===== src/rtl/efla_pkg.sv =====
package efla_pkg;

  // Result status codes
  localparam logic [1:0] ST_OK    = 2'd0;
  localparam logic [1:0] ST_NOFIT = 2'd1;
  localparam logic [1:0] ST_FULL  = 2'd2;

  // Request opcodes
  localparam logic OP_ALLOC = 1'b0;
  localparam logic OP_FREE  = 1'b1;

  typedef struct packed {
    logic        op;
    logic [31:0] address;
    logic [31:0] length;
    logic [31:0] align_hint;
  } req_t;

  typedef struct packed {
    logic [31:0] granted_address;
    logic [1:0]  status;
  } rsp_t;

  // One free extent as stored in the table
  typedef struct packed {
    logic [31:0] base;
    logic [31:0] len;
  } entry_t;

endpackage


===== src/rtl/extent_free_list_allocator_top.sv =====
// First-fit free-extent allocator with coalescing. The free extents sit in an
// address-sorted table in one RAM; a small sequencer walks it one entry at a
// time. How long a request takes grows with the entries scanned, the alignment
// steps tried, and the entries moved when a split or an insert opens a slot or a
// merge closes one; it is set by the one-entry-per-step table walk and the
// alignment search. req_ready is high only while the block is idle; one
// response beat follows each request.
module extent_free_list_allocator_top #(
  parameter int MAX_EXTENTS = 32
) (
  input  logic             clk,
  input  logic             rst,
  input  logic             req_valid,
  output logic             req_ready,
  input  efla_pkg::req_t   req,
  output logic             rsp_valid,
  input  logic             rsp_ready,
  output efla_pkg::rsp_t   rsp
);

  localparam int IW = $clog2(MAX_EXTENTS);
  localparam int CW = $clog2(MAX_EXTENTS + 1);
  localparam logic [CW-1:0] CNT_MAX = CW'(MAX_EXTENTS);

  typedef enum logic [3:0] {
    S_IDLE, S_RD, S_EVAL, S_ALIGN, S_DECIDE, S_MRG_RD, S_MRG,
    S_UP_RD, S_UP_WR, S_DN_RD, S_DN_WR, S_OUT
  } state_t;

  state_t           state;
  logic [CW-1:0]    cnt;
  logic [CW-1:0]    i;
  logic [CW-1:0]    j;
  logic [CW-1:0]    ins_pos;
  efla_pkg::entry_t ins_ent;
  logic             op;
  logic [31:0]      addr;
  logic [31:0]      size;
  logic [31:0]      hint;
  logic [31:0]      ob;
  logic [31:0]      ol;
  logic [31:0]      offset;
  logic [31:0]      newlen;
  logic [4:0]       k;
  logic [4:0]       klog;

  logic             wr_en;
  logic [IW-1:0]    wr_addr;
  efla_pkg::entry_t wr_data;
  logic [IW-1:0]    rd_addr;
  efla_pkg::entry_t rd_data;

  logic [31:0]      mask;
  logic [31:0]      align_off;
  logic [31:0]      tot;
  logic [31:0]      end_addr;

  efla_ram #(
    .WIDTH($bits(efla_pkg::entry_t)),
    .DEPTH(MAX_EXTENTS)
  ) u_ram (
    .clk  (clk),
    .we   (wr_en),
    .waddr(wr_addr),
    .wdata(wr_data),
    .raddr(rd_addr),
    .rdata(rd_data)
  );

  // Floor of log2 of the request size, size zero counting as one
  always_comb begin
    klog = 5'd0;
    for (int b = 1; b < 32; b++) begin
      if (size[b]) begin
        klog = 5'(b);
      end
    end
  end

  // Shared alignment and cut arithmetic
  assign mask      = (32'h1 << k) - 32'h1;
  assign align_off = (hint - ob) & mask;
  assign tot       = offset + size;
  assign end_addr  = rd_data.base + rd_data.len;

  // Select the read address for the current step
  always_comb begin
    case (state)
      S_RD:     rd_addr = i[IW-1:0];
      S_MRG_RD: rd_addr = IW'(i + CW'(1));
      S_UP_RD:  rd_addr = IW'(j - CW'(1));
      S_DN_RD:  rd_addr = IW'(j + CW'(1));
      default:  rd_addr = i[IW-1:0];
    endcase
  end

  assign req_ready = (state == S_IDLE);
  assign rsp_valid = (state == S_OUT);

  always_ff @(posedge clk) begin : seq_blk
    logic wr_en_next;
    wr_en_next = 1'b0;
    if (rst) begin
      state <= S_IDLE;
      cnt   <= '0;
    end else begin
      case (state)
        // Take a request and start the scan
        S_IDLE: begin
          if (req_valid) begin
            op    <= req.op;
            addr  <= req.address;
            size  <= req.length;
            hint  <= req.align_hint;
            i     <= '0;
            state <= S_RD;
          end
        end

        // Read entry i, or end the scan past the last entry
        S_RD: begin
          if (i == cnt) begin
            if (op == efla_pkg::OP_ALLOC) begin
              rsp   <= '{granted_address: 32'd0, status: efla_pkg::ST_NOFIT};
              state <= S_OUT;
            end else if (cnt >= CNT_MAX) begin
              rsp   <= '{granted_address: 32'd0, status: efla_pkg::ST_FULL};
              state <= S_OUT;
            end else begin
              rsp     <= '{granted_address: 32'd0, status: efla_pkg::ST_OK};
              ins_pos <= i;
              ins_ent <= '{base: addr, len: size};
              j       <= cnt;
              state   <= S_UP_RD;
            end
          end else begin
            state <= S_EVAL;
          end
        end

        // Test entry i against the request
        S_EVAL: begin
          ob <= rd_data.base;
          ol <= rd_data.len;
          if (op == efla_pkg::OP_ALLOC) begin
            if (rd_data.len < size ||
                (addr != 32'd0 && (addr < rd_data.base || addr + size > end_addr))) begin
              i     <= i + CW'(1);
              state <= S_RD;
            end else if (addr != 32'd0) begin
              offset <= addr - rd_data.base;
              state  <= S_DECIDE;
            end else begin
              k     <= klog;
              state <= S_ALIGN;
            end
          end else begin
            if (end_addr < addr) begin
              i     <= i + CW'(1);
              state <= S_RD;
            end else if (end_addr == addr) begin
              // Grow left neighbor, then check the right one
              newlen     <= rd_data.len + size;
              wr_en_next = 1'b1;
              wr_addr    <= i[IW-1:0];
              wr_data    <= '{base: rd_data.base, len: rd_data.len + size};
              rsp        <= '{granted_address: 32'd0, status: efla_pkg::ST_OK};
              state      <= (i + CW'(1) < cnt) ? S_MRG_RD : S_OUT;
            end else if (addr + size == rd_data.base) begin
              wr_en_next = 1'b1;
              wr_addr    <= i[IW-1:0];
              wr_data    <= '{base: addr, len: rd_data.len + size};
              rsp        <= '{granted_address: 32'd0, status: efla_pkg::ST_OK};
              state      <= S_OUT;
            end else if (cnt >= CNT_MAX) begin
              rsp   <= '{granted_address: 32'd0, status: efla_pkg::ST_FULL};
              state <= S_OUT;
            end else begin
              rsp     <= '{granted_address: 32'd0, status: efla_pkg::ST_OK};
              ins_pos <= i;
              ins_ent <= '{base: addr, len: size};
              j       <= cnt;
              state   <= S_UP_RD;
            end
          end
        end

        // Step the alignment modulus down until the piece fits
        S_ALIGN: begin
          if (align_off + size <= ol || k == 5'd0) begin
            offset <= align_off;
            state  <= S_DECIDE;
          end else begin
            k <= k - 5'd1;
          end
        end

        // Cut the extent: split, trim either end, or drop it; a split with a full table reports full
        S_DECIDE: begin
          if (offset != 32'd0 && tot < ol) begin
            if (cnt >= CNT_MAX) begin
              rsp   <= '{granted_address: 32'd0, status: efla_pkg::ST_FULL};
              state <= S_OUT;
            end else begin
              rsp        <= '{granted_address: ob + offset, status: efla_pkg::ST_OK};
              wr_en_next = 1'b1;
              wr_addr    <= i[IW-1:0];
              wr_data    <= '{base: ob, len: offset};
              ins_pos    <= i + CW'(1);
              ins_ent    <= '{base: ob + tot, len: ol - tot};
              j          <= cnt;
              state      <= S_UP_RD;
            end
          end else if (offset != 32'd0) begin
            rsp        <= '{granted_address: ob + offset, status: efla_pkg::ST_OK};
            wr_en_next = 1'b1;
            wr_addr    <= i[IW-1:0];
            wr_data    <= '{base: ob, len: offset};
            state      <= S_OUT;
          end else if (tot < ol) begin
            rsp        <= '{granted_address: ob + offset, status: efla_pkg::ST_OK};
            wr_en_next = 1'b1;
            wr_addr    <= i[IW-1:0];
            wr_data    <= '{base: ob + tot, len: ol - tot};
            state      <= S_OUT;
          end else begin
            rsp   <= '{granted_address: ob + offset, status: efla_pkg::ST_OK};
            j     <= i;
            state <= S_DN_RD;
          end
        end

        // Read the right neighbor for a three-way merge
        S_MRG_RD: begin
          state <= S_MRG;
        end

        S_MRG: begin
          if (ob + newlen == rd_data.base) begin
            wr_en_next = 1'b1;
            wr_addr    <= i[IW-1:0];
            wr_data    <= '{base: ob, len: newlen + rd_data.len};
            j          <= i + CW'(1);
            state      <= S_DN_RD;
          end else begin
            state <= S_OUT;
          end
        end

        // Open a slot: move entries up one, then drop in the new one
        S_UP_RD: begin
          if (j == ins_pos) begin
            wr_en_next = 1'b1;
            wr_addr    <= j[IW-1:0];
            wr_data    <= ins_ent;
            cnt        <= cnt + CW'(1);
            state      <= S_OUT;
          end else begin
            state <= S_UP_WR;
          end
        end

        S_UP_WR: begin
          wr_en_next = 1'b1;
          wr_addr    <= j[IW-1:0];
          wr_data    <= rd_data;
          j          <= j - CW'(1);
          state      <= S_UP_RD;
        end

        // Close a slot: move entries down one
        S_DN_RD: begin
          if (j + CW'(1) >= cnt) begin
            cnt   <= cnt - CW'(1);
            state <= S_OUT;
          end else begin
            state <= S_DN_WR;
          end
        end

        S_DN_WR: begin
          wr_en_next = 1'b1;
          wr_addr    <= j[IW-1:0];
          wr_data    <= rd_data;
          j          <= j + CW'(1);
          state      <= S_DN_RD;
        end

        // Hold the response beat until taken
        S_OUT: begin
          if (rsp_ready) begin
            state <= S_IDLE;
          end
        end

        default: begin
          state <= S_IDLE;
        end
      endcase
    end
    wr_en <= wr_en_next;
  end

endmodule


===== src/rtl/efla_ram.sv =====
module efla_ram #(
  parameter int WIDTH = 64,
  parameter int DEPTH = 32
) (
  input  logic                     clk,
  input  logic                     we,
  input  logic [$clog2(DEPTH)-1:0] waddr,
  input  logic [WIDTH-1:0]         wdata,
  input  logic [$clog2(DEPTH)-1:0] raddr,
  output logic [WIDTH-1:0]         rdata
);

  logic [WIDTH-1:0] mem [DEPTH];

  // Write one entry, register the read data
  always_ff @(posedge clk) begin
    if (we) begin
      mem[waddr] <= wdata;
    end
    rdata <= mem[raddr];
  end

endmodule

===== config.mk =====
export PLATFORM = sky130hd
export DESIGN_NAME = extent_free_list_allocator_top
export DESIGN_NICKNAME = d
export VERILOG_FILES = /design/src/rtl/efla_pkg.sv /design/src/rtl/extent_free_list_allocator_top.sv /design/src/rtl/efla_ram.sv
export SDC_FILE = /design/constraint.sdc
export NUM_CORES = 2
export LEC_CHECK = 0
export BUFFER_PORTS_ARGS = -buffer_cell sky130_fd_sc_hd__buf_2
export CAP_MARGIN = 40
export CORE_AREA = 4 4 515 619
export CTS_CLUSTER_SIZE = 24
export DETAILED_ROUTE_END_ITERATION = 6
export DIE_AREA = 0 0 519 623
export SLEW_MARGIN = 20
export SYNTH_ARGS = -nofsm -noshare
export SYNTH_HDL_FRONTEND = slang
export SYNTH_SLANG_ARGS = --single-unit

===== constraint.sdc =====
create_clock -name clk -period 19.5 [get_ports clk]
set_input_delay 3.9 -clock clk [delete_from_list [all_inputs] [get_ports clk]]
set_output_delay 3.9 -clock clk [all_outputs]
set_load 0.01 [all_outputs]

==> summary.txt <==
status = complete, but fails checks
failing checks = design-rule violations
Finished Layout Cells = 14900
chip height = 623 um
post-synthesis register bit count = 2538
gr busiest metal = met2
Clock transition at path regs = 60 ps
Hold Path Class = register to register
first-pass GRT wire length = 615000 um
CP dominant cell by count = buf_4
initial antenna violation count = 26
synthesized instance count = 10500
WHS Endpoint = u_ram.mem[20][54]
Synth top area share = 0.593
CTS Sinks = 2538
internal power = 0.0129 W
vias in the first global route = 86500
Power Density = 156 nW/um^2
most frequent cells after synthesis = edfxtp_1, nand2_1, a211oi_1
top-count cell post-synth = edfxtp_1
VDD IR-drop max = 138 uV
EDFF count, synth = 2463
Die X = 519 um
slowest stage delay, CP = 720 ps
Layout Nets = 11300
CTS Hold Bufs = 0
total power = 0.0219 W
drt via density = 6.07
Area Growth Syn to Fin = 12.8%
vias post-DR = 90500
setup ws final = 9080 ps
Iteration-0 DRC Markers = 10500
async set-reset flop share out of synthesis = 0
R2R cell count = 31
Synth Warn # = 0
H-tree level count = 5
# rows = 225
fin crit share = 0.534
leak pwr = 49.1 nW
clk buf depth = 4
relative slew slack = 0.202
CTS tree = done
CTS Root Cell = clkbuf_16
Worst R2R Start = u_ram.rdata[1]
RSZ-0062 raised after global routing = false
Final HPWL DP = 281000 um
die area = 323000 sq um
Period minus WS final = 10420 ps
skew final = 52.1 ps
post-synth design cell area = 125000 sq um
Post-Place Worst Slack = 9240 ps
post-CTS setup buffer count = 0
met2 usage = 0.427
Avg WL per Cell = 29.1 um
global placement routability congestion = 1.06
# resized after CTS = 0
area leader, netlist = edfxtp_1
antenna viol nets, final = 0
slew of the pin with the lowest slew margin = 1170 ps
part of the power in registers = 0.322
post-synthesis sequential area ratio = 0.605
Buf+Inv Stages, Crit Path = 5
DRT Pass-1 Iters = 7
GR Util met3 = 0.0369
syn nets = 11100
post-layout instance area = 141000 sq um
I/O pin total = 137
CP Class = register to register
Data arrival, critical path = 10880 ps
clk_lat worst skew = 870 ps
Avg Cell Area, Syn = 11.9 sq um
Core Region = 312000 sq um
TritonCTS Buffers = 272
slowest cell on the critical path = buf_4
Max Cap Viol = 0
hold_sp = wr_data[54]
hold depth = 0
Total Routing Usage GR = 0.257
DRC violation count after routing = 7
ys flop type = edfxtp_1
routed wire length = 434000 um
Post-Place Cell Area = 131000 sq um
fmax = 96.0 MHz
share of layout cells above drive strength 1 = 0.0894
Comb power frac = 0.445
IO Port Bufs = 136
global route total overflow = 0
net load switching power = 0.00903 W
Initial Util = 0.399
R2R Path End = ins_ent[23]
Clock Power Share = 0.233
register-to-register setup slack = 9080 ps
largest net degree at the start of global routing = 209
Crit Path Max Fanout = 49
Worst Path Required = 19960 ps
GR Util met1 = 0.333
Sw Ratio = 0.412
crit start category = register
Synth area leaders = edfxtp_1, ha_1, a211oi_1
final setup vio count = 0
Netlist cell types = 98
Hold Fails Final Rpt = 0
# placed instances = 14400
Setup TNS Final = 0 ps
Crit. End Element = register
critical path's top delay family = compound AO/OA/AOI/OAI gates
max-slew violations = 0
-- sequential cells by signal, summed over array words and instances (netlist names), 34 cells and up --
register,count
wr_data,64
rsp,34
u_ram.mem,2048
u_ram.rdata,64
ins_ent,64
-- worst max-delay path by stage --
stage | start | endpoint | slack [ps] | depth (start not counted)
global route | u_ram.rdata[33] | ins_ent[22] | 8790 | 31
floorplan | u_ram.rdata[33] | ins_ent[0] | 7010 | 26
detailed placement | u_ram.rdata[33] | ins_ent[27] | 9240 | 31
finish | u_ram.rdata[1] | ins_ent[23] | 9080 | 31
CTS | u_ram.rdata[33] | ins_ent[23] | 9220 | 31
global placement | u_ram.rdata[33] | ins_ent[27] | 8850 | 29
-- kinds of logic (layout without fill, tap and decap cells) --
family / after synthesis / count (layout) / share of synthesized area
xor gates and xnor gates: 420 / 420 / 0.0297
adders and majority gates: 540 / 540 / 0.0550
buffers and inverters: 941 / 1281 / 0.0287
and+or+nand+nor: 2980 / 2980 / 0.111
DFF: 2538 / 2538 / 0.605
muxes: 60 / 60 / 0.00499
AOI/OAI and AO/OA: 3008 / 3008 / 0.165
other: 0 / 14 / 0
-- final cells by class --
type	instances	area, sq um
inverters	346	1300
diodes	14	35.0
well taps	4086	5110
clock inverters	160	1400
clock buffers	325	7190
multi-input cells	7008	46100
fillers	28100	172000
flip-flops and latches	2538	75500
repair buffers	450	4090
-- power groups by stage --
stage / combinational [W] / clock (W) / sequential [W]
after global placement: 0.00920 / 0 / 0.00728
after detailed placement: 0.00942 / 0 / 0.00722
after floorplan: 0.00626 / 0 / 0.00704
after global routing: 0.0105 / 0.00542 / 0.00708
after CTS: 0.00950 / 0.00519 / 0.00711
final: 0.00974 / 0.00511 / 0.00707
-- worst reg2reg max path, delay by kind of cell, from the launching register on --
kind	cells	cell delay, ps
AO/OA/AOI/OAI	15	4620
buffers and inverters	5	2090
AND/OR/NAND/NOR	8	1890
adder cells (fa/ha/maj)	2	620
flip-flops	1	590
XOR/XNOR	1	160
-- per-layer routing --
| layer | routed length [um] | vias up | part of all wire |
|---|---|---|---|
| met5 | 69 | - | 0.00016 |
| met4 | 23100 | 12 | 0.053 |
| met3 | 31800 | 914 | 0.073 |
| met2 | 205000 | 4017 | 0.47 |
| met1 | 173000 | 45500 | 0.40 |
| li1 | - | 40100 | - |
-- per-stage QoR --
| stage | hold slack [ps] | util |
|---|---|---|
| 2_1_floorplan | 403 | - |
| 3_3_place_gp | 535 | 0.417 |
| 3_5_place_dp | 555 | 0.421 |
| 4_1_cts | 565 | 0.448 |
| 5_1_grt | 526 | 0.450 |
| 6_report | 514 | 0.450 |
-- layout by cell type, fill, tap and decap left out, types with 146 or more instances in the layout --
cell type | synthesis | final
edfxtp_1 | 2463 | 2463
nand2_1 | 1405 | 1403
a211oi_1 | 740 | 739
a21oi_1 | 603 | 601
and2_1 | 541 | 540
ha_1 | 527 | 527
nor2_1 | 456 | 420
inv_1 | 345 | 345
o21ai_0 | 338 | 336
a31oi_1 | 301 | 301
clkbuf_16 | 0 | 280
a311oi_1 | 267 | 267
xnor2_1 | 261 | 261
a21o_1 | 244 | 244
buf_4 | 0 | 194
xor2_1 | 157 | 157
buf_2 | 35 | 146
No activity file was read; power rests on OpenSTA's default activity.
